===== src/rtl/gw5_pkg.sv =====
// gw5_pkg: shared widths, kernel table and queue word type for the 5x5 gaussian window
// no dependencies; compiled first

package gw5_pkg;

   // window geometry
   localparam int WIN    = 5;
   localparam int GREY_W = 10;
   localparam int IDX_W  = 3;

   // weighted sum and divide by 819 via reciprocal
   localparam int SUM_W       = 18;
   localparam int CLS_W       = 13;
   localparam int DIVISOR     = 819;
   localparam int RECIP_SHIFT = 28;
   localparam int RECIP_W     = 19;
   localparam int PROD_W      = SUM_W + RECIP_W;
   localparam int QUOT_W      = PROD_W - RECIP_SHIFT;
   localparam logic [RECIP_W-1:0] RECIP = RECIP_W'((64'd1 << RECIP_SHIFT) / DIVISOR);

   // default depth of the queue between front and back
   localparam int DEF_QUEUE_DEPTH = 4;

   // gaussian kernel, sum 273
   localparam int KERNEL [WIN][WIN] = '{
      '{1,  4,  7,  4, 1},
      '{4, 16, 26, 16, 4},
      '{7, 26, 41, 26, 7},
      '{4, 16, 26, 16, 4},
      '{1,  4,  7,  4, 1}
   };

   typedef logic [GREY_W-1:0] grey_type;
   typedef logic [IDX_W-1:0]  idx_type;

   localparam idx_type LAST_IDX = idx_type'(WIN - 1);

   // one classified pixel word: where it lands and what it triggers
   typedef struct packed {
      grey_type grey;
      idx_type  row;
      idx_type  col;
      logic     shift;
      logic     last;
   } entry_type;

endpackage


===== src/rtl/gw5_if.sv =====
// gw5_req_if, gw5_rsp_if: valid/ready channels for pixel words and filtered bytes
// no dependencies

interface gw5_req_if;
   logic       valid;
   logic       ready;
   logic [7:0] red;
   logic [7:0] green;
   logic [7:0] blue;
   logic       row_start;

   modport source (output valid, red, green, blue, row_start, input ready);
   modport sink   (input valid, red, green, blue, row_start, output ready);
endinterface

interface gw5_rsp_if;
   logic       valid;
   logic       ready;
   logic [7:0] filtered;

   modport source (output valid, filtered, input ready);
   modport sink   (input valid, filtered, output ready);
endinterface


===== src/rtl/gw5_front.sv =====
// gw5_front: takes pixel words, forms grey values and tags each with its window slot
// depends on gw5_pkg and gw5_req_if

module gw5_front import gw5_pkg::*; (
   input  logic        clock,
   input  logic        reset,
   gw5_req_if.sink     req_chan,
   output logic        push_valid,
   output entry_type   push_entry,
   input  logic        push_ready
);

   idx_type row_ff, row_in;
   idx_type col_ff, col_in;
   logic    mode_ff, mode_in;
   logic    first;
   logic    mode;
   logic    last;
   logic    accept;

   // handshake straight through to the queue
   assign req_chan.ready = push_ready;
   assign push_valid     = req_chan.valid;
   assign accept         = req_chan.valid && push_ready;

   // group start and latched mode
   assign first = (row_ff == '0) && (col_ff == '0);
   assign mode  = first ? req_chan.row_start : mode_ff;
   assign last  = (row_ff == LAST_IDX) && (!mode || (col_ff == LAST_IDX));

   // classify the word
   always_comb begin
      push_entry.grey  = GREY_W'(req_chan.red) + GREY_W'(req_chan.green)
                       + GREY_W'(req_chan.blue);
      push_entry.row   = row_ff;
      push_entry.col   = mode ? col_ff : LAST_IDX;
      push_entry.shift = first && !mode;
      push_entry.last  = last;
   end

   // position within group
   always_comb begin
      row_in  = row_ff;
      col_in  = col_ff;
      mode_in = mode_ff;
      if (accept) begin
         mode_in = mode;
         if (last) begin
            row_in = '0;
            col_in = '0;
         end else if (row_ff == LAST_IDX) begin
            row_in = '0;
            col_in = col_ff + idx_type'(1);
         end else begin
            row_in = row_ff + idx_type'(1);
         end
      end
   end

   always_ff @(posedge clock) begin
      if (reset) begin
         row_ff  <= '0;
         col_ff  <= '0;
         mode_ff <= 1'b0;
      end else begin
         row_ff  <= row_in;
         col_ff  <= col_in;
         mode_ff <= mode_in;
      end
   end

   // position counters stay inside the window
   a_row_range: assert property (@(posedge clock) disable iff (reset)
      row_ff <= LAST_IDX) else $error("row position out of range");
   a_col_range: assert property (@(posedge clock) disable iff (reset)
      col_ff <= LAST_IDX) else $error("column position out of range");
   // a shift group never advances the column
   a_shift_col: assert property (@(posedge clock) disable iff (reset)
      !mode_ff && !first |-> col_ff == '0) else $error("shift group moved column");

endmodule


===== src/rtl/gw5_queue.sv =====
// gw5_queue: short ring buffer of classified words between front and back
// depends on gw5_pkg

module gw5_queue import gw5_pkg::*; #(
   parameter int DEPTH = DEF_QUEUE_DEPTH
) (
   input  logic      clock,
   input  logic      reset,
   input  logic      push_valid,
   input  entry_type push_entry,
   output logic      push_ready,
   output logic      pop_valid,
   output entry_type pop_entry,
   input  logic      pop_ready
);

   localparam int PTR_W = $clog2(DEPTH);
   localparam int CNT_W = $clog2(DEPTH + 1);

   entry_type          mem_ff [DEPTH];
   logic [PTR_W-1:0]   wr_ptr_ff, wr_ptr_in;
   logic [PTR_W-1:0]   rd_ptr_ff, rd_ptr_in;
   logic [CNT_W-1:0]   count_ff, count_in;
   logic               push;
   logic               pop;

   assign push_ready = (count_ff != CNT_W'(DEPTH));
   assign pop_valid  = (count_ff != '0);
   assign push       = push_valid && push_ready;
   assign pop        = pop_valid && pop_ready;
   assign pop_entry  = mem_ff[rd_ptr_ff];

   // pointers and fill level
   always_comb begin
      wr_ptr_in = wr_ptr_ff;
      rd_ptr_in = rd_ptr_ff;
      count_in  = count_ff;
      if (push) begin
         wr_ptr_in = (wr_ptr_ff == PTR_W'(DEPTH - 1)) ? '0 : wr_ptr_ff + PTR_W'(1);
      end
      if (pop) begin
         rd_ptr_in = (rd_ptr_ff == PTR_W'(DEPTH - 1)) ? '0 : rd_ptr_ff + PTR_W'(1);
      end
      if (push && !pop) begin
         count_in = count_ff + CNT_W'(1);
      end else if (pop && !push) begin
         count_in = count_ff - CNT_W'(1);
      end
   end

   always_ff @(posedge clock) begin
      if (reset) begin
         wr_ptr_ff <= '0;
         rd_ptr_ff <= '0;
         count_ff  <= '0;
      end else begin
         wr_ptr_ff <= wr_ptr_in;
         rd_ptr_ff <= rd_ptr_in;
         count_ff  <= count_in;
      end
   end

   // storage
   always_ff @(posedge clock) begin
      if (push) begin
         mem_ff[wr_ptr_ff] <= push_entry;
      end
   end

   a_count_max: assert property (@(posedge clock) disable iff (reset)
      count_ff <= CNT_W'(DEPTH)) else $error("queue overfilled");
   // pointers meet when the queue is empty or full
   a_ptr_level: assert property (@(posedge clock) disable iff (reset)
      (count_ff == '0 || count_ff == CNT_W'(DEPTH)) |-> wr_ptr_ff == rd_ptr_ff)
      else $error("queue pointers disagree with level");
   a_level_step: assert property (@(posedge clock) disable iff (reset)
      push && !pop |=> count_ff == $past(count_ff) + CNT_W'(1))
      else $error("queue level did not follow push");

endmodule


===== src/rtl/gw5_back.sv =====
// gw5_back: applies words to the window, then weighted sum, divide by 819, output register
// depends on gw5_pkg and gw5_rsp_if

module gw5_back import gw5_pkg::*; (
   input  logic      clock,
   input  logic      reset,
   input  logic      pop_valid,
   input  entry_type pop_entry,
   output logic      pop_ready,
   gw5_rsp_if.source rsp_chan
);

   grey_type            win_ff [WIN][WIN];
   grey_type            win_in [WIN][WIN];
   logic                en;
   logic                pop;
   logic                done_ff, v1_ff, v2_ff, v3_ff, rsp_valid_ff;
   logic [CLS_W-1:0]    c1_ff, c4_ff, c7_ff, c16_ff, c26_ff, c41_ff;
   logic [CLS_W-1:0]    c1_in, c4_in, c7_in, c16_in, c26_in, c41_in;
   logic [SUM_W-1:0]    wsum_ff, wsum_in;
   logic [SUM_W-1:0]    x_ff;
   logic [PROD_W-1:0]   prod_ff;
   logic [QUOT_W-1:0]   q_est;
   logic [QUOT_W-1:0]   q_corr;
   logic [SUM_W-1:0]    rem;
   logic [7:0]          q_ff;

   // whole back end holds while a result waits
   assign en        = !rsp_valid_ff || rsp_chan.ready;
   assign pop_ready = en;
   assign pop       = pop_valid && en;

   // window update: optional column shift, then write one slot
   always_comb begin
      win_in = win_ff;
      if (pop) begin
         if (pop_entry.shift) begin
            for (int r = 0; r < WIN; r++) begin
               for (int c = 0; c < WIN - 1; c++) begin
                  win_in[r][c] = win_ff[r][c + 1];
               end
            end
         end
         win_in[pop_entry.row][pop_entry.col] = pop_entry.grey;
      end
   end

   always_ff @(posedge clock) begin
      if (reset) begin
         win_ff <= '{default: '0};
      end else begin
         win_ff <= win_in;
      end
   end

   // stage 1: sums per kernel weight
   always_comb begin
      c1_in  = '0;
      c4_in  = '0;
      c7_in  = '0;
      c16_in = '0;
      c26_in = '0;
      c41_in = '0;
      for (int r = 0; r < WIN; r++) begin
         for (int c = 0; c < WIN; c++) begin
            case (KERNEL[r][c])
               1:       c1_in  = c1_in  + CLS_W'(win_ff[r][c]);
               4:       c4_in  = c4_in  + CLS_W'(win_ff[r][c]);
               7:       c7_in  = c7_in  + CLS_W'(win_ff[r][c]);
               16:      c16_in = c16_in + CLS_W'(win_ff[r][c]);
               26:      c26_in = c26_in + CLS_W'(win_ff[r][c]);
               default: c41_in = c41_in + CLS_W'(win_ff[r][c]);
            endcase
         end
      end
   end

   // stage 2: constant weights
   assign wsum_in = SUM_W'(c1_ff) + SUM_W'(c4_ff) * SUM_W'(4) + SUM_W'(c7_ff) * SUM_W'(7)
                  + SUM_W'(c16_ff) * SUM_W'(16) + SUM_W'(c26_ff) * SUM_W'(26)
                  + SUM_W'(c41_ff) * SUM_W'(41);

   // stage 4: reciprocal estimate and one correction step
   assign q_est  = prod_ff[PROD_W-1:RECIP_SHIFT];
   assign rem    = x_ff - SUM_W'(q_est) * SUM_W'(DIVISOR);
   assign q_corr = (rem >= SUM_W'(DIVISOR)) ? q_est + QUOT_W'(1) : q_est;

   // stage valids
   always_ff @(posedge clock) begin
      if (reset) begin
         done_ff      <= 1'b0;
         v1_ff        <= 1'b0;
         v2_ff        <= 1'b0;
         v3_ff        <= 1'b0;
         rsp_valid_ff <= 1'b0;
      end else if (en) begin
         done_ff      <= pop && pop_entry.last;
         v1_ff        <= done_ff;
         v2_ff        <= v1_ff;
         v3_ff        <= v2_ff;
         rsp_valid_ff <= v3_ff;
      end
   end

   // stage payloads
   always_ff @(posedge clock) begin
      if (en) begin
         c1_ff   <= c1_in;
         c4_ff   <= c4_in;
         c7_ff   <= c7_in;
         c16_ff  <= c16_in;
         c26_ff  <= c26_in;
         c41_ff  <= c41_in;
         wsum_ff <= wsum_in;
         prod_ff <= PROD_W'(wsum_ff) * PROD_W'(RECIP);
         x_ff    <= wsum_ff;
         q_ff    <= q_corr[7:0];
      end
   end

   assign rsp_chan.valid    = rsp_valid_ff;
   assign rsp_chan.filtered = q_ff;

   // a shift word always lands at the top of the newest column
   a_shift_slot: assert property (@(posedge clock) disable iff (reset)
      pop && pop_entry.shift |-> pop_entry.col == LAST_IDX && pop_entry.row == '0)
      else $error("shift word targets wrong slot");
   // reciprocal estimate is off by at most one
   a_rem_bound: assert property (@(posedge clock) disable iff (reset)
      v3_ff |-> rem < SUM_W'(2 * DIVISOR)) else $error("quotient estimate too low");
   a_quot_byte: assert property (@(posedge clock) disable iff (reset)
      v3_ff |-> q_corr[QUOT_W-1:8] == '0) else $error("filtered value exceeds a byte");

endmodule


===== src/rtl/gaussian_5x5_sliding_window_filter_core.sv =====
// gaussian_5x5_sliding_window_filter_core: top level, front, queue and back joined
// depends on gw5_pkg, gw5_if, gw5_front, gw5_queue, gw5_back
//
//   channel   direction   moves                                   word
//   req_chan  in          red, green, blue, row_start             one pixel
//   rsp_chan  out         filtered                                one byte per group
//
// one pixel word accepted per cycle while the queue has room
// the result turns valid once the group's last word has passed each back stage in turn
// (window write, class sums, weighting, reciprocal multiply, correction); queued words and a stalled result delay it
// the window is cleared by reset; reset is synchronous, active high
// a stalled result freezes the back end; the front keeps taking words until the queue fills

module gaussian_5x5_sliding_window_filter_core import gw5_pkg::*; #(
   parameter int QUEUE_DEPTH = DEF_QUEUE_DEPTH
) (
   input logic       clock,
   input logic       reset,
   gw5_req_if.sink   req_chan,
   gw5_rsp_if.source rsp_chan
);

   logic      push_valid;
   logic      push_ready;
   entry_type push_entry;
   logic      pop_valid;
   logic      pop_ready;
   entry_type pop_entry;

   gw5_front u_front (
      .clock      (clock),
      .reset      (reset),
      .req_chan   (req_chan),
      .push_valid (push_valid),
      .push_entry (push_entry),
      .push_ready (push_ready)
   );

   gw5_queue #(.DEPTH(QUEUE_DEPTH)) u_queue (
      .clock      (clock),
      .reset      (reset),
      .push_valid (push_valid),
      .push_entry (push_entry),
      .push_ready (push_ready),
      .pop_valid  (pop_valid),
      .pop_entry  (pop_entry),
      .pop_ready  (pop_ready)
   );

   gw5_back u_back (
      .clock     (clock),
      .reset     (reset),
      .pop_valid (pop_valid),
      .pop_entry (pop_entry),
      .pop_ready (pop_ready),
      .rsp_chan  (rsp_chan)
   );

endmodule

===== src/flat_wrapper.sv =====
// flat-port wrapper written by rule: the top's interface ports become plain ports
module gaussian_5x5_sliding_window_filter_core_flat import gw5_pkg::*;
#(
   parameter int QUEUE_DEPTH = DEF_QUEUE_DEPTH
)
  (clock, reset, req_chan_valid, req_chan_red, req_chan_green, req_chan_blue, req_chan_row_start, req_chan_ready, rsp_chan_valid, rsp_chan_filtered, rsp_chan_ready);
  gw5_req_if req_chan_i ();
  gw5_rsp_if rsp_chan_i ();
  input logic clock;
  input logic reset;
  input wire logic [$bits(req_chan_i.valid)-1:0] req_chan_valid;
  input wire logic [$bits(req_chan_i.red)-1:0] req_chan_red;
  input wire logic [$bits(req_chan_i.green)-1:0] req_chan_green;
  input wire logic [$bits(req_chan_i.blue)-1:0] req_chan_blue;
  input wire logic [$bits(req_chan_i.row_start)-1:0] req_chan_row_start;
  output wire logic [$bits(req_chan_i.ready)-1:0] req_chan_ready;
  output wire logic [$bits(rsp_chan_i.valid)-1:0] rsp_chan_valid;
  output wire logic [$bits(rsp_chan_i.filtered)-1:0] rsp_chan_filtered;
  input wire logic [$bits(rsp_chan_i.ready)-1:0] rsp_chan_ready;
  assign req_chan_i.valid = req_chan_valid;
  assign req_chan_i.red = req_chan_red;
  assign req_chan_i.green = req_chan_green;
  assign req_chan_i.blue = req_chan_blue;
  assign req_chan_i.row_start = req_chan_row_start;
  assign req_chan_ready = req_chan_i.ready;
  assign rsp_chan_valid = rsp_chan_i.valid;
  assign rsp_chan_filtered = rsp_chan_i.filtered;
  assign rsp_chan_i.ready = rsp_chan_ready;
  gaussian_5x5_sliding_window_filter_core #(.QUEUE_DEPTH(QUEUE_DEPTH)) u_core (.clock(clock), .reset(reset), .req_chan(req_chan_i), .rsp_chan(rsp_chan_i));
endmodule

===== config.mk =====
export PLATFORM = sky130hd
export DESIGN_NAME = gaussian_5x5_sliding_window_filter_core_flat
export DESIGN_NICKNAME = d
export VERILOG_FILES = /design/src/rtl/gw5_pkg.sv /design/src/rtl/gw5_if.sv /design/src/rtl/gw5_front.sv /design/src/rtl/gw5_queue.sv /design/src/rtl/gw5_back.sv /design/src/rtl/gaussian_5x5_sliding_window_filter_core.sv /design/src/flat_wrapper.sv
export SDC_FILE = /design/constraint.sdc
export NUM_CORES = 2
export LEC_CHECK = 0
export BUFFER_PORTS_ARGS = -buffer_cell sky130_fd_sc_hd__buf_2
export CAP_MARGIN = 20
export CORE_UTILIZATION = 60
export CTS_BUF_LIST = sky130_fd_sc_hd__clkbuf_16
export DETAILED_ROUTE_END_ITERATION = 8
export PLACE_DENSITY = 0.72
export SYNTH_ARGS = -nofsm -noshare
export SYNTH_HDL_FRONTEND = slang
export SYNTH_SLANG_ARGS = --single-unit

===== constraint.sdc =====
create_clock -name clock -period 11.8 [get_ports clock]
set_input_delay 2.36 -clock clock [delete_from_list [all_inputs] [get_ports clock]]
set_output_delay 2.36 -clock clock [all_outputs]
set_load 0.01 [all_outputs]

After elaboration in Yosys (flattened, before gate mapping)

Memories as Yosys holds them, arrays and structs flattened. A register that Yosys moved wholly into a read port is not among the register bits.
Cells that the tools add are included.

Bits in registers: 421
Latch bits: 0
Memory bits (writable): 72
ROM bits: 0
Input port bits: 29
Output and inout bits: 10
Logic and storage cells: 150
Memories: 1

Memories:

| name                  | words | width | read ports | clocked after Yosys merged registers in | write ports | RTL line        | RTL |
|---|---|---|---|---|---|---|---|
| u_core.u_queue.mem_ff | 4     | 18    | 1          | 1                                       | 1           | gw5_queue.sv:20 | `entry_type mem_ff [DEPTH];` |

Add/subtract/negate cells: 34
$mul: 5
Div/mod/pow operators: 0
Order comparisons: 5
Eq/ne operators: 5
Shift operators: 0
Mux-type cells: 30
Bitwise operators: 2
Reduce and logical (&&, ||, !) cells: 22

Operator list:

| operator                                                            | number |
|---|---|
| two-way mux 40 bit                                                  | 10 |
| bitwise mux 250 bit                                                 | 1 |
| demux 50 bit (select 3 bit)                                         | 1 |
| adder 12 x 10 -> 13 bit                                             | 5 |
| adder 11 x 10 -> 12 bit                                             | 5 |
| adder 10 x 10 -> 11 bit                                             | 5 |
| adder 13 x 10 -> 13 bit                                             | 4 |
| two-way mux 50 bit                                                  | 1 |
| multiplier 18 x 15 -> 33 bit, second input constant                 | 1 |
| demux 10 bit (select 3 bit)                                         | 1 |
| two-way mux 3 bit                                                   | 7 |
| adder 17 x 17 -> 18 bit                                             | 1 |
| adder 18 x 16 -> 18 bit                                             | 1 |
| adder 18 bit                                                        | 1 |
| greater-or-equal comparator 18 x 10 -> 1 bit, second input constant | 1 |
| multiplier 9 x 10 -> 18 bit, second input constant                  | 1 |
| subtractor 18 bit                                                   | 1 |
| adder 16 x 16 -> 17 bit                                             | 1 |
| multiplier 13 x 4 -> 17 bit, second input constant                  | 1 |
| adder 13 x 15 -> 16 bit                                             | 1 |
| multiplier 10 x 6 -> 16 bit, second input constant                  | 1 |
| multiplier 13 x 3 -> 16 bit, second input constant                  | 1 |
| adder 9 x 8 -> 10 bit                                               | 1 |
| logical AND 1 bit                                                   | 10 |
| other kinds (21)                                                    | 40 |

Depth between registers and ports, before layout

Depth in word-level cells: 8
Mapped depth: 25
Mapped depth without buffers: 25

Cells and area by module

A second synthesis with hierarchy kept.

Cell total of the unflattened synthesis: 3209
Area total of the unflattened synthesis: 33105.5 sq um

By module, submodules not included:

| module    | times used | cells each | area an instance (sq um) | sequential area each (sq um) |
|---|---|---|---|---|
| gw5_back  | 1          | 2954       | 29052.9                  | 8828.5 |
| gw5_queue | 1          | 142        | 3075.4                   | 2342.2 |
| gw5_front | 1          | 113        | 977.2                    | 140.1 |

Worst setup path after synthesis

Ideal clock, no wire load.

Path kind: register to register
Start point: register u_core.u_back.c26_ff[1]
End point: register u_core.u_back.wsum_ff[17] (data pin)
Setup time: 0.268 ns
Data arrival time: 5.931 ns
Data required time: 11.532 ns
Slack: 5.602 ns
Stages on the path, launching flop included: 26
Cells stage by stage: edfxtp_1 > ha_1 > inv_1 > fa_1 > inv_1 > fa_1 > a21o_1 > a21oi_1 > nor2b_1 > o21a_1 > nor2_1 > xnor2_1 > fa_1 > fa_1 > inv_1 > fa_1 > fa_1 > inv_1 > ha_1 > nor3_1 > nor2_1 > a31oi_1 > nor2b_1 > o21a_1 > o41ai_1 > xnor2_1

Cells in the longest elaborated chain, start to end: 3

RTL lines:

| what                                | RTL line        | RTL |
|---|---|---|
| start: declaration                  | gw5_back.sv:18  | `logic [CLS_W-1:0] c1_ff, c4_ff, c7_ff, c16_ff, c26_ff, c41_ff;` |
| start signal: assignment            | gw5_back.sv:112 | `c26_ff <= c26_in;` |
| multiplier 13 x 4 -> 17 bit         | gw5_back.sv:80  | `+ SUM_W'(c16_ff) * SUM_W'(16) + SUM_W'(c26_ff) * SUM_W'(26)` |
| adder 18 bit                        | gw5_back.sv:80  |  |
| adder 18 x 16 -> 18 bit             | gw5_back.sv:81  | `+ SUM_W'(c41_ff) * SUM_W'(41);` |
| named net u_core.u_back.wsum_in[17] | gw5_back.sv:20  | `logic [SUM_W-1:0] wsum_ff, wsum_in;` |
| end signal: assignment              | gw5_back.sv:114 | `wsum_ff <= wsum_in;` |
| end: declaration                    | gw5_back.sv:20  |  |

The timed path passes the listed nets, and every way through them passes these cells.
A chain may end at the register's enable or synchronous reset.

Final worst setup path

Ends and elaborated chain as after synthesis.

==> metrics.txt <==
HP Class reg -> reg; critical path class reg -> reg; root buf cell clkbuf_16; Critical Path Most Common Cell fa_1; setup bufs post-CTS 0; synth top area cells edfxtp_1 18%, fa_1 17%, dfxtp_1 16%; n_diodes 0; setup TNS 0 ns; Yosys reg bits 467; total grt overflow 0; Fin. Hold Viols 0; NumNets Final between 4000 and 5000; placement row count between 80 and 90; min Tclk post-route 6.66 ns; area of the multi-input gates 19500 um2; Critical Path Slowest Stage Cell fa_1; crit end category register; GRT met2 Usage a little over half; Die Span X between 200 and 250 um; Max H-tree Level 2; register area share after synthesis ~34%; most instantiated cells after synthesis 698 x nor2_1, 455 x inv_1, 329 x ha_1, 320 x a21oi_1, 288 x fa_1; slew margin rel. approximately a fifth; Total Wirelength roughly 84 mm; post-cts sizing count 0; Post-synth EDFFs a little under 200; Initial Utilization roughly three fifths; Die H 237 um; synthesized cell area 33100 um2; drt drc 0; leading area contributor after synthesis edfxtp_1; Pre-antenna DRT Iters 6; CTS sink count about 470; max-cap viol count 0; first-pass GRT wire length about 130 mm; initial antenna violation count 5; DIE AREA 56100 um2; met3 Resource Use GR 3.56%; asr flop ratio synth 0%; Worst Tran Pin Value roughly 1.2 ns; CTS Buf Count 51; Tot GR Track Use a little under a third; clock tree from TritonCTS done; Clk pin slew, worst setup/hold paths 0.07 ns; required time of the critical path 12.17 ns; Worst EP arrival 7.03 ns; post-synth cell types 79; final setup fails 0; First DRT Iteration DRCs 1895; Synth Flop Type dfxtp_1; vias in the first global route 24500; Mapped Cells 3490; Largest stage delay, worst path 0.52 ns; WL per Instance 20.2 um; dpl cell area 33700 um2; IO Count 39; CP bufs+invs 4; period utilisation layout between 50% and 60%; RePlAce Congestion 0.926; Top delay family on crit path adder cells; latest clock arrival within the worst-skew pair 0.64 ns; Max Fclk 150 MHz; GRT busiest layer met2; Final Skew 0.0614 ns; Area Growth Syn to Fin 6.86%; max-slew violations 0; Synth warnings 0; count leader, synth nor2_1; synthesized area per cell between 9 and 10 um2; RSZ-0062 raised after global routing false; CTS Buffer Depth 3; vias per cell 5.91; Fillers 4307; largest net degree at the start of global routing roughly 200; core box area approximately 54000 um2; critical path peak fanout 5; startpoint types register; hold_buf cts 0; Antenna Violating Nets Remaining 0; post-DP HPWL 64.8 mm; via count 24700; design area 35400 um2; outcome completed; Synth top area share between 15 and 20%; syn nets 4136; met1 Usage GRT 37.6%; I/O Buffers 38; layout cells sized above 1 4.60%; register area 11300 um2
-- per-stage QoR --
stage	worst slack [ns]	hold WS, ns	instances	utilization, %
after floorplan	5.60	0.431	3490	-
after global placement	5.24	0.437	4081	62.3
after detailed placement	5.18	0.452	4081	62.3
after CTS	5.17	0.460	4176	65.3
after global routing	4.92	0.484	4178	65.4
final	5.14	0.455	4178	65.4
-- worst paths after layout --
kind | start | endpoint | slack, ns | cells past startpoint
worst max-delay path | u_core.u_back.c26_ff[1] | u_core.u_back.wsum_ff[17] | 5.14 | 25
worst min-delay path | u_core.u_back.v1_ff | u_core.u_back.v2_ff | 0.46 | 2
worst max register to register | u_core.u_back.c26_ff[1] | u_core.u_back.wsum_ff[17] | 5.14 | 25
worst min register to register | u_core.u_back.v1_ff | u_core.u_back.v2_ff | 0.46 | 2
-- tightest hold or removal path: cells and delay by family (launching register included) --
family,cells,cell delay [ns]
AO/OA/AOI/OAI,1,0.06
AND/OR/NAND/NOR,1,0.05
flip-flops,1,0.31
-- layout by cell type (no fill, tap or decap), drive strengths merged, types with 33 or more instances in the layout --
master  instances
xnor2          70
a31oi          33
fa            288
nand2          77
nor2          698
dfxtp         271
clkbuf         52
a21oi         320
edfxtp        196
buf            52
o21ai          56
o22ai         203
inv           476
nor3           52
ha            329
-- area by class of cell --
class                   instances  area share [%]
clock buffers                  51            3.61
inverters                     457            4.87
flip-flops and latches        467            32.0
clock inverters                44            1.10
well taps                     696            2.46
multi-input cells            2410            55.1
repair buffers                 53           0.909
-- cells by family (layout without fill, tap and decap cells) --
logic type / Yosys count / in the layout / synth area share, %
and+or+nand+nor: 953 / 953 / 12.1
AOI/OAI and AO/OA: 713 / 713 / 12.7
DFF: 467 / 467 / 34.2
xor gates and xnor gates: 87 / 87 / 2.30
buffers and inverters: 613 / 605 / 7.01
muxes: 40 / 40 / 1.86
adders and majority gates: 617 / 617 / 29.8
-- state kept, by name, indices dropped and copies added (netlist names), 2 cells and up, named ones only --
name,cells
u_core.u_back.c41_ff,10
u_core.u_back.c16_ff,12
u_core.u_queue.mem_ff,72
u_core.u_back.c26_ff,12
u_core.u_back.c7_ff,12
u_core.u_queue.wr_ptr_ff,2
u_core.u_back.prod_ff,9
u_core.u_queue.rd_ptr_ff,2
u_core.u_back.c4_ff,13
u_core.u_back.win_ff,250
u_core.u_queue.count_ff,3
u_core.u_back.c1_ff,12
u_core.u_back.rsp_chan.filtered,8
u_core.u_back.wsum_ff,18
u_core.u_front.row_ff,3
u_core.u_back.x_ff,18
u_core.u_front.col_ff,3
-- metal layers --
metal	routed length [um]	share of wire (%)
met1	33500	40
met2	42300	50
met3	4580	5.4
met4	3880	4.6
met5	35	0.041
Power is left out: the tool's default activity adds up to more than one toggle a clock period on the data nets, which glitch-free logic cannot reach.
